===== src/cbq_pkg.sv =====
// Shared types and fixed-point constants for the cascaded biquad filter.
// No dependencies; used by cascaded_biquad_filter and cbq_checker.
package cbq_pkg;

    // Number formats
    localparam int SAMPLE_W = 24;                  // signed sample width
    localparam int COEF_W   = 32;                  // signed Q3.29 coefficient width
    localparam int FRAC_W   = COEF_W - 3;          // coefficient fraction bits
    localparam int PROD_W   = SAMPLE_W + COEF_W;   // one product
    localparam int ACC_W    = PROD_W + 4;          // five products plus rounding

    localparam logic signed [ACC_W-1:0] ACC_HALF = ACC_W'(1) << (FRAC_W - 1);
    localparam logic signed [SAMPLE_W-1:0] SAMPLE_MAX = {1'b0, {(SAMPLE_W-1){1'b1}}};
    localparam logic signed [SAMPLE_W-1:0] SAMPLE_MIN = {1'b1, {(SAMPLE_W-1){1'b0}}};

    // Request kinds carried on s_tuser
    typedef enum logic [1:0] {
        ACT_FILTER = 2'd0,
        ACT_COEF   = 2'd1,
        ACT_CLEAR  = 2'd2
    } t_action;

    // Coefficient slots within one section
    localparam logic [2:0] COEF_B0  = 3'd0;
    localparam logic [2:0] COEF_B1  = 3'd1;
    localparam logic [2:0] COEF_B2  = 3'd2;
    localparam logic [2:0] COEF_A1  = 3'd3;
    localparam logic [2:0] COEF_A2  = 3'd4;
    localparam int         NUM_COEF = 5;

    // Sequencer states
    typedef enum logic [1:0] {
        S_IDLE,
        S_RUN,
        S_TAIL1,
        S_TAIL2
    } t_state;

endpackage


===== src/cascaded_biquad_filter.sv =====
// Cascaded direct-form-I biquad filter with one shared multiply-accumulate unit.
// Depends on cbq_pkg; coefficient and history stores are local synchronous memories.
//
//  channel   dir  signals                              request carries
//  -------   ---  -----------------------------------  --------------------------------
//  s_*       in   s_tvalid s_tready s_tdata s_tuser    sample / coefficient / clear
//  m_*       out  m_tvalid m_tready m_tdata m_tuser    filtered sample and overflow flag
//  cfg       in   i_cfg_valid o_cfg_ready i_cfg_data   active section count
//
//  A sample request steps through each active section in turn, one product per cycle on
//  the shared multiplier; each section waits out the memory read, multiply and accumulate
//  registers before its output feeds the next section. Coefficient and clear requests
//  do not make the unit busy.
//  i_rst_n is synchronous, active low: one section in use, coefficients and history
//  read as zero through per-entry valid bits. A stalled result waits in the output
//  register; the next request is accepted meanwhile and stalls only at its own end.
module cascaded_biquad_filter #(
    parameter int MAX_SECTIONS = 8
) (
    input  logic        i_clk,
    input  logic        i_rst_n,
    // request stream
    input  logic        s_tvalid,
    output logic        s_tready,
    input  logic [63:0] s_tdata,   // sample_in[23:0], section_index[26:24],
                                   // coef_index[29:27], coef_value[61:30], zero pad
    input  logic [1:0]  s_tuser,   // action[1:0]
    // result stream
    output logic        m_tvalid,
    input  logic        m_tready,
    output logic [23:0] m_tdata,   // sample_out[23:0]
    output logic [0:0]  m_tuser,   // overflow[0]
    // configuration write
    input  logic        i_cfg_valid,
    output logic        o_cfg_ready,
    input  logic [3:0]  i_cfg_data // active_sections[3:0]
);

    localparam int NCOEF = cbq_pkg::NUM_COEF * MAX_SECTIONS;
    localparam int NHIST = 2 * (MAX_SECTIONS + 1);
    localparam int CA_W  = $clog2(NCOEF);
    localparam int HA_W  = $clog2(NHIST);
    localparam int SEC_W = (MAX_SECTIONS > 1) ? $clog2(MAX_SECTIONS) : 1;
    localparam int SW    = cbq_pkg::SAMPLE_W;
    localparam int CW    = cbq_pkg::COEF_W;
    localparam int PW    = cbq_pkg::PROD_W;
    localparam int AW    = cbq_pkg::ACC_W;
    localparam int FW    = cbq_pkg::FRAC_W;

    // Request fields
    logic signed [SW-1:0] in_sample;
    logic [2:0]           in_sec;
    logic [2:0]           in_ci;
    logic signed [CW-1:0] in_coef;
    assign in_sample = s_tdata[23:0];
    assign in_sec    = s_tdata[26:24];
    assign in_ci     = s_tdata[29:27];
    assign in_coef   = s_tdata[61:30];

    // Control registers
    cbq_pkg::t_state r_state, n_state;
    logic [3:0]       r_active;
    logic [2:0]       r_ph;        // phase within one section, 0..7
    logic [SEC_W-1:0] r_sec;       // section being computed
    logic [SEC_W-1:0] r_last;      // last active section of this sample
    logic [CA_W-1:0]  r_cbase;     // 5 * section
    logic [HA_W-1:0]  r_hbase;     // 2 * section
    logic             r_out_vld;
    logic [NCOEF-1:0] r_coef_vld;
    logic [NHIST-1:0] r_hist_vld;

    // Datapath registers
    logic signed [SW-1:0] r_x;     // current stage input, then its output
    logic                 r_ovf;
    logic signed [SW-1:0] r_d0;    // old newest input of the current pair
    logic signed [SW-1:0] r_d2;    // old newest input of the next pair
    logic signed [PW-1:0] r_prod;
    logic                 r_prod_sub;
    logic signed [AW-1:0] r_acc;
    logic signed [SW-1:0] r_out_data;
    logic                 r_out_ovf;

    // Memories
    logic signed [CW-1:0] r_coef_mem [NCOEF];
    logic signed [SW-1:0] r_hist_mem [NHIST];
    logic signed [CW-1:0] r_coef_q;
    logic signed [SW-1:0] r_hist_q;

    // Combinational controls
    logic             accept;
    logic             out_free;
    logic             coef_we;
    logic [CA_W-1:0]  coef_wa;
    logic [CA_W-1:0]  coef_ra;
    logic [HA_W-1:0]  hist_ra;
    logic             hist_we;
    logic [HA_W-1:0]  hist_wa;
    logic signed [SW-1:0] hist_wd;
    logic             load_out;
    logic [SEC_W-1:0] last_sec;

    assign accept      = s_tvalid && s_tready;
    assign out_free    = !r_out_vld || m_tready;
    assign o_cfg_ready = (r_state == cbq_pkg::S_IDLE);

    assign m_tvalid = r_out_vld;
    assign m_tdata  = r_out_data;
    assign m_tuser  = r_out_ovf;

    // Clamp the section count into 1..MAX_SECTIONS
    always_comb begin
        int n_sec;
        n_sec = int'(r_active);
        if (n_sec == 0) begin
            n_sec = 1;
        end
        if (n_sec > MAX_SECTIONS) begin
            n_sec = MAX_SECTIONS;
        end
        last_sec = SEC_W'(n_sec - 1);
    end

    // Coefficient write: ignore out-of-range section or slot
    assign coef_we = accept && (s_tuser == cbq_pkg::ACT_COEF)
                     && (int'(in_sec) < MAX_SECTIONS) && (int'(in_ci) < cbq_pkg::NUM_COEF);
    assign coef_wa = CA_W'(int'(in_sec) * cbq_pkg::NUM_COEF + int'(in_ci));

    // Read issue per phase: b1*d0, b2*d1, a1*d2, a2*d3, then b0*x
    always_comb begin
        logic [2:0] c_off;
        logic [1:0] h_off;
        case (r_ph)
            3'd0: begin
                c_off = cbq_pkg::COEF_B1;
                h_off = 2'd0;
            end
            3'd1: begin
                c_off = cbq_pkg::COEF_B2;
                h_off = 2'd1;
            end
            3'd2: begin
                c_off = cbq_pkg::COEF_A1;
                h_off = 2'd2;
            end
            3'd3: begin
                c_off = cbq_pkg::COEF_A2;
                h_off = 2'd3;
            end
            default: begin
                c_off = cbq_pkg::COEF_B0;
                h_off = 2'd0;
            end
        endcase
        coef_ra = r_cbase + CA_W'(c_off);
        hist_ra = r_hbase + HA_W'(h_off);
    end

    // Round to nearest (halves up), drop fraction bits, saturate
    logic signed [AW-1:0] rnd;
    logic [AW-FW-SW:0]    rnd_top;
    logic signed [SW-1:0] stage_y;
    logic                 stage_sat;
    always_comb begin
        rnd       = r_acc + cbq_pkg::ACC_HALF;
        rnd_top   = rnd[AW-1:FW+SW-1];
        stage_sat = !((&rnd_top) || !(|rnd_top));
        if (!stage_sat) begin
            stage_y = rnd[FW+SW-1:FW];
        end else if (rnd[AW-1]) begin
            stage_y = cbq_pkg::SAMPLE_MIN;
        end else begin
            stage_y = cbq_pkg::SAMPLE_MAX;
        end
    end

    // State register
    always_ff @(posedge i_clk) begin
        if (!i_rst_n) begin
            r_state <= cbq_pkg::S_IDLE;
        end else begin
            r_state <= n_state;
        end
    end

    // Next state, history write-back and handshake
    always_comb begin
        n_state  = r_state;
        s_tready = 1'b0;
        hist_we  = 1'b0;
        hist_wa  = r_hbase;
        hist_wd  = r_x;
        load_out = 1'b0;
        case (r_state)
            cbq_pkg::S_IDLE: begin
                s_tready = 1'b1;
                if (s_tvalid && s_tuser == cbq_pkg::ACT_FILTER) begin
                    n_state = cbq_pkg::S_RUN;
                end
            end
            cbq_pkg::S_RUN: begin
                // shift the pair of this section: d1 <= old d0, d0 <= stage input
                if (r_ph == 3'd6) begin
                    hist_we = 1'b1;
                    hist_wa = r_hbase + HA_W'(1);
                    hist_wd = r_d0;
                end else if (r_ph == 3'd7) begin
                    hist_we = 1'b1;
                    if (r_sec == r_last) begin
                        n_state = cbq_pkg::S_TAIL1;
                    end
                end
            end
            cbq_pkg::S_TAIL1: begin
                // output pair of the last section: d1 <= old d0
                hist_we = 1'b1;
                hist_wa = r_hbase + HA_W'(1);
                hist_wd = r_d2;
                n_state = cbq_pkg::S_TAIL2;
            end
            cbq_pkg::S_TAIL2: begin
                // hold here until the output register can take the result
                if (out_free) begin
                    hist_we  = 1'b1;
                    load_out = 1'b1;
                    n_state  = cbq_pkg::S_IDLE;
                end
            end
            default: begin
                n_state = cbq_pkg::S_IDLE;
            end
        endcase
    end

    // Sequencer counters, configuration, output valid, store valid bits
    always_ff @(posedge i_clk) begin
        if (!i_rst_n) begin
            r_active   <= 4'd1;
            r_ph       <= '0;
            r_sec      <= '0;
            r_last     <= '0;
            r_cbase    <= '0;
            r_hbase    <= '0;
            r_out_vld  <= 1'b0;
            r_coef_vld <= '0;
            r_hist_vld <= '0;
        end else begin
            if (i_cfg_valid && o_cfg_ready) begin
                r_active <= i_cfg_data;
            end
            if (accept && s_tuser == cbq_pkg::ACT_FILTER) begin
                r_ph    <= '0;
                r_sec   <= '0;
                r_last  <= last_sec;
                r_cbase <= '0;
                r_hbase <= '0;
            end else if (r_state == cbq_pkg::S_RUN) begin
                r_ph <= r_ph + 3'd1;
                if (r_ph == 3'd7) begin
                    r_sec   <= r_sec + SEC_W'(1);
                    r_cbase <= r_cbase + CA_W'(cbq_pkg::NUM_COEF);
                    r_hbase <= r_hbase + HA_W'(2);
                end
            end
            if (load_out) begin
                r_out_vld <= 1'b1;
            end else if (m_tready) begin
                r_out_vld <= 1'b0;
            end
            if (coef_we) begin
                r_coef_vld[coef_wa] <= 1'b1;
            end
            if (accept && s_tuser == cbq_pkg::ACT_CLEAR) begin
                r_hist_vld <= '0;
            end else if (hist_we) begin
                r_hist_vld[hist_wa] <= 1'b1;
            end
        end
    end

    // Coefficient memory: an entry never written reads as zero
    always_ff @(posedge i_clk) begin
        if (coef_we) begin
            r_coef_mem[coef_wa] <= in_coef;
        end
        r_coef_q <= r_coef_vld[coef_ra] ? r_coef_mem[coef_ra] : '0;
    end

    // History memory: entries are zero until written after reset or a clear
    always_ff @(posedge i_clk) begin
        if (hist_we) begin
            r_hist_mem[hist_wa] <= hist_wd;
        end
        r_hist_q <= r_hist_vld[hist_ra] ? r_hist_mem[hist_ra] : '0;
    end

    // Multiply-accumulate pipeline: read data at phases 1..5, products at 2..6
    always_ff @(posedge i_clk) begin
        if (accept && s_tuser == cbq_pkg::ACT_FILTER) begin
            r_x   <= in_sample;
            r_ovf <= 1'b0;
        end else if (r_state == cbq_pkg::S_RUN && r_ph == 3'd7) begin
            r_x   <= stage_y;
            r_ovf <= r_ovf | stage_sat;
        end
        if (r_ph == 3'd1) begin
            r_d0 <= r_hist_q;
        end
        if (r_ph == 3'd3) begin
            r_d2 <= r_hist_q;
        end
        r_prod     <= ((r_ph == 3'd5) ? r_x : r_hist_q) * r_coef_q;
        r_prod_sub <= (r_ph == 3'd3) || (r_ph == 3'd4);
        if (r_ph == 3'd1) begin
            r_acc <= '0;
        end else if (r_ph inside {[3'd2:3'd6]}) begin
            if (r_prod_sub) begin
                r_acc <= r_acc - {{(AW-PW){r_prod[PW-1]}}, r_prod};
            end else begin
                r_acc <= r_acc + {{(AW-PW){r_prod[PW-1]}}, r_prod};
            end
        end
        if (load_out) begin
            r_out_data <= r_x;
            r_out_ovf  <= r_ovf;
        end
    end

endmodule


===== config.mk =====
export PLATFORM = sky130hd
export DESIGN_NAME = cascaded_biquad_filter
export DESIGN_NICKNAME = d
export VERILOG_FILES = /design/src/cbq_pkg.sv /design/src/cascaded_biquad_filter.sv
export SDC_FILE = /design/constraint.sdc
export NUM_CORES = 2
export LEC_CHECK = 0
export BUFFER_PORTS_ARGS = -buffer_cell sky130_fd_sc_hd__buf_2
export CAP_MARGIN = 20
export CORE_MARGIN = 8
export CORE_UTILIZATION = 34
export CTS_CLUSTER_SIZE = 8
export DETAILED_ROUTE_END_ITERATION = 6
export GPL_ROUTABILITY_DRIVEN = 0
export MAX_ROUTING_LAYER = met4
export SLEW_MARGIN = 20
export SYNTH_ARGS = -nofsm -noshare
export SYNTH_HDL_FRONTEND = slang
export SYNTH_SLANG_ARGS = --single-unit

===== constraint.sdc =====
create_clock -name i_clk -period 16.7 [get_ports i_clk]
set_clock_uncertainty 0.2 [all_clocks]
set_input_delay 3.34 -clock i_clk [delete_from_list [all_inputs] [get_ports i_clk]]
set_output_delay 3.34 -clock i_clk [all_outputs]
set_load 0.02 [all_outputs]

==> impl_metrics.sql <==
INSERT INTO impl_metrics (metric_group, metric, value, unit) VALUES
('synthesis', 'synth_xor_area_frac', '0.0170', ''),
('power_and_ir_drop', 'powerDensity', '123', 'nW/µm²'),
('synthesis', 'yosysTopAreaCell', 'sky130_fd_sc_hd__edfxtp_1', ''),
('cts', 'cts-root-to-sink-buffers', '4', ''),
('sta', 'maxSlewHeadroom', '0.181', ''),
('synthesis', 'synth_simple_gate_area_frac', '0.0712', ''),
('cells_and_area', 'number_of_filler_instances_in_the_final_layout', '30100', ''),
('power_and_ir_drop', 'vdd.ir_drop.worst', '0.000122', 'V'),
('synthesis', 'postSynthAreaPerCell', '14.7', 'µm²'),
('grt', 'grt_overflow', '0', ''),
('route', 'routed_wire_length_per_instance', '22.0', 'µm'),
('placement', 'hpwl', '171000', 'µm'),
('critical_path', 'cp_data_required_time', '17130', 'ps'),
('cts', 'htreeDepth', '5', ''),
('sta', 'maxClockFrequency', '92.4', 'MHz'),
('sta', 'drv_slew', '0', ''),
('floorplanning', 'die_area', '346000', 'µm²'),
('sta', 'worst_pin_slew', '1230', 'ps'),
('synthesis', 'seq_area_frac_synth', '0.535', ''),
('critical_path', 'criticalPathCategory', 'reg -> reg', ''),
('critical_path', 'worst_setup_path_start_kind', 'flip-flop', ''),
('cts', 'cts-resized-gates', '0', ''),
('route', 'ant_nets', '0', ''),
('power_and_ir_drop', 'p_leak', '47.0', 'nW'),
('route', 'routed_via_density', '5.11', ''),
('sta', 'finalCritPeriodShare', '0.648', ''),
('job', 'max-cap-violations', '0', ''),
('cells_and_area', 'layout_common_cells', 'sky130_fd_sc_hd__edfxtp_1 (1809), sky130_fd_sc_hd__fa_1 (847), sky130_fd_sc_hd__inv_1 (840)', ''),
('cts', 'root_buffer', 'sky130_fd_sc_hd__clkbuf_16', ''),
('synthesis', 'postSynthNetCount', '8724', ''),
('floorplanning', 'initial_core_util', '0.341', ''),
('synthesis', 'ys_warn_count', '0', ''),
('cells_and_area', 'area_delta_synth_final', '13.2', '%'),
('synthesis', 'asyncSetResetFlopFracSynth', '0', ''),
('route', 'drt-pass1-iter-count', '6', ''),
('synthesis', 'adder_cell_area_share_of_the_yosys_netlist', '0.182', ''),
('route', 'drt-total-wl', '269000', 'µm'),
('outcome', 'status', 'finished clean', ''),
('cts', 'cts_tree', 'built', ''),
('route', 'initialDrtViolationCount', '5619', ''),
('grt', 'grt_antenna_before_repair', '27', ''),
('synthesis', 'synth_enable_flop_cells', '1809', ''),
('cts', 'tritoncts.num_buffers', '302', ''),
('route', 'vias', '62400', ''),
('synthesis', 'synth.area.top_cells', 'sky130_fd_sc_hd__edfxtp_1 (49%), sky130_fd_sc_hd__fa_1 (15%), sky130_fd_sc_hd__mux4_2 (11%)', ''),
('floorplanning', 'chipWidth', '588', 'µm'),
('hold_path', 'holdCritPathClass', 'reg -> reg', ''),
('synthesis', 'syn_inst', '7542', ''),
('floorplanning', 'core_region_area', '326000', 'µm²'),
('synthesis', 'synth_cell_types', '84', ''),
('grt', 'grt_pass1_wl', '411000', 'µm'),
('synthesis', 'yosys_register_bits', '2067', ''),
('floorplanning', 'rows', '210', ''),
('synthesis', 'synth-main-ff-cell', 'sky130_fd_sc_hd__edfxtp_1', ''),
('sta', 'hold_viol_final', '0', ''),
('synthesis', 'synth_top_family_by_area', 'adder cells', ''),
('synthesis', 'synth_top_area_frac', '0.488', ''),
('cells_and_area', 'area.sequential', '59500', 'µm²'),
('critical_path', 'slowest_delay', '1240', 'ps'),
('critical_path', 'cp_max_fo', '32', ''),
('floorplanning', 'fp.dieH', '588', 'µm'),
('floorplanning', 'num_io_pins', '103', ''),
('critical_path', 'critical-path-top-cell-by-count', 'sky130_fd_sc_hd__fa_1', ''),
('placement', 'post_dp_cell_area', '117000', 'µm²'),
('cts', 'clk-insertion-delay-late', '900', 'ps'),
('sta', 'rsz0062_at_grt', 'false', ''),
('cts', 'cts_setup_buffers', '0', ''),
('cells_and_area', 'area_occupied_by_multi_input_gates', '47600', 'µm²'),
('sta', 'fin_tns_setup', '0', 'ps'),
('cells_and_area', 'layout-drive-gt1-share', '0.157', ''),
('sta', 'min_period', '10820', 'ps');
where the power goes:
part | switching [mW] | internal (mW)
clock network | 2.12 | 3.35
registers | 0.115 | 5.90
logic | 2.19 | 1.80
total | 4.43 | 11.1
registers in the layout, summed over array words and instances (netlist names), 32 cells and up:
| signal | count |
|---|---|
| r_acc | 60 |
| r_hist_mem | 432 |
| r_coef_vld | 40 |
| r_coef_mem | 1280 |
| r_coef_q | 32 |
| r_prod | 56 |
metal layers:
layer | track usage | wire, µm | up-vias
li1 | - | - | 27100
met1 | 0.210 | 115000 | 32900
met2 | 0.254 | 130000 | 2044
met3 | 0.0256 | 18500 | 381
met4 | 0.0382 | 5630 | 0
met5 | - | 0 | -
synthesized netlist by cell type (60+ instances only):
master,number
sky130_fd_sc_hd__a21oi_1,217
sky130_fd_sc_hd__a21o_1,60
sky130_fd_sc_hd__edfxtp_1,1809
sky130_fd_sc_hd__inv_1,841
sky130_fd_sc_hd__mux4_2,520
sky130_fd_sc_hd__and2_1,388
sky130_fd_sc_hd__nand2_1,690
sky130_fd_sc_hd__fa_1,848
sky130_fd_sc_hd__ha_1,259
sky130_fd_sc_hd__xnor2_1,161
sky130_fd_sc_hd__dfxtp_1,258
sky130_fd_sc_hd__o21ai_0,77
sky130_fd_sc_hd__mux2i_1,71
sky130_fd_sc_hd__nor2_1,279
sky130_fd_sc_hd__clkbuf_1,318
metrics by stage:
step	hold WS (ps)	utilization	setup slack (ps)	cells	power [mW]
floorplan	209	-	7250	7542	9.09
global placement	223	0.360	6030	11800	10.1
detailed placement	228	0.360	5910	11800	10.1
CTS	241	0.386	5880	12200	15.6
global route	250	0.386	5330	12200	16.2
finish	244	0.386	5880	12200	15.5
critical path: cells and delay by family (launching register included):
| kind | cells | cell delay (ps) |
|---|---|---|
| AOI/OAI and AO/OA | 2 | 420 |
| xor gates and xnor gates | 1 | 130 |
| adders and majority gates | 10 | 5760 |
| buffers and inverters | 8 | 1500 |
| muxes | 1 | 380 |
| DFF | 1 | 460 |
| and+or+nand+nor | 8 | 1760 |
layout make-up:
type                       instances  share of cell area
sequential                      2067               0.472
multi-input combinational       4259               0.378
clock buffer                     415              0.0643
tap                             4346              0.0432
inverter                         841              0.0251
timing repair buffer             251              0.0133
clock inverter                    21             0.00292
antenna                           21            0.000417
final timing paths:
| check | startpoint | endpoint | slack (ps) | depth (start not counted) |
|---|---|---|---|---|
| max | r_ph[1]$_SDFFE_PP0P_ | r_prod[55]$_DFF_P_ | 5880 | 30 |
| max reg2reg | r_ph[1]$_SDFFE_PP0P_ | r_prod[55]$_DFF_P_ | 5880 | 30 |
| min reg2reg | r_ovf$_SDFFE_PP0P_ | m_tuser$_DFFE_PP_ | 240 | 0 |
| min | r_ovf$_SDFFE_PP0P_ | m_tuser$_DFFE_PP_ | 240 | 0 |
logic make-up (layout without fill, tap and decap cells):
logic type / after synthesis / count (layout)
other: 0 / 21
and+or+nand+nor: 1658 / 1658
muxes: 619 / 619
xor gates and xnor gates: 216 / 216
DFF: 2067 / 2067
buffers and inverters: 1216 / 1528
AOI/OAI and AO/OA: 659 / 659
adders and majority gates: 1107 / 1107
(Power assumes the default switching activity.)
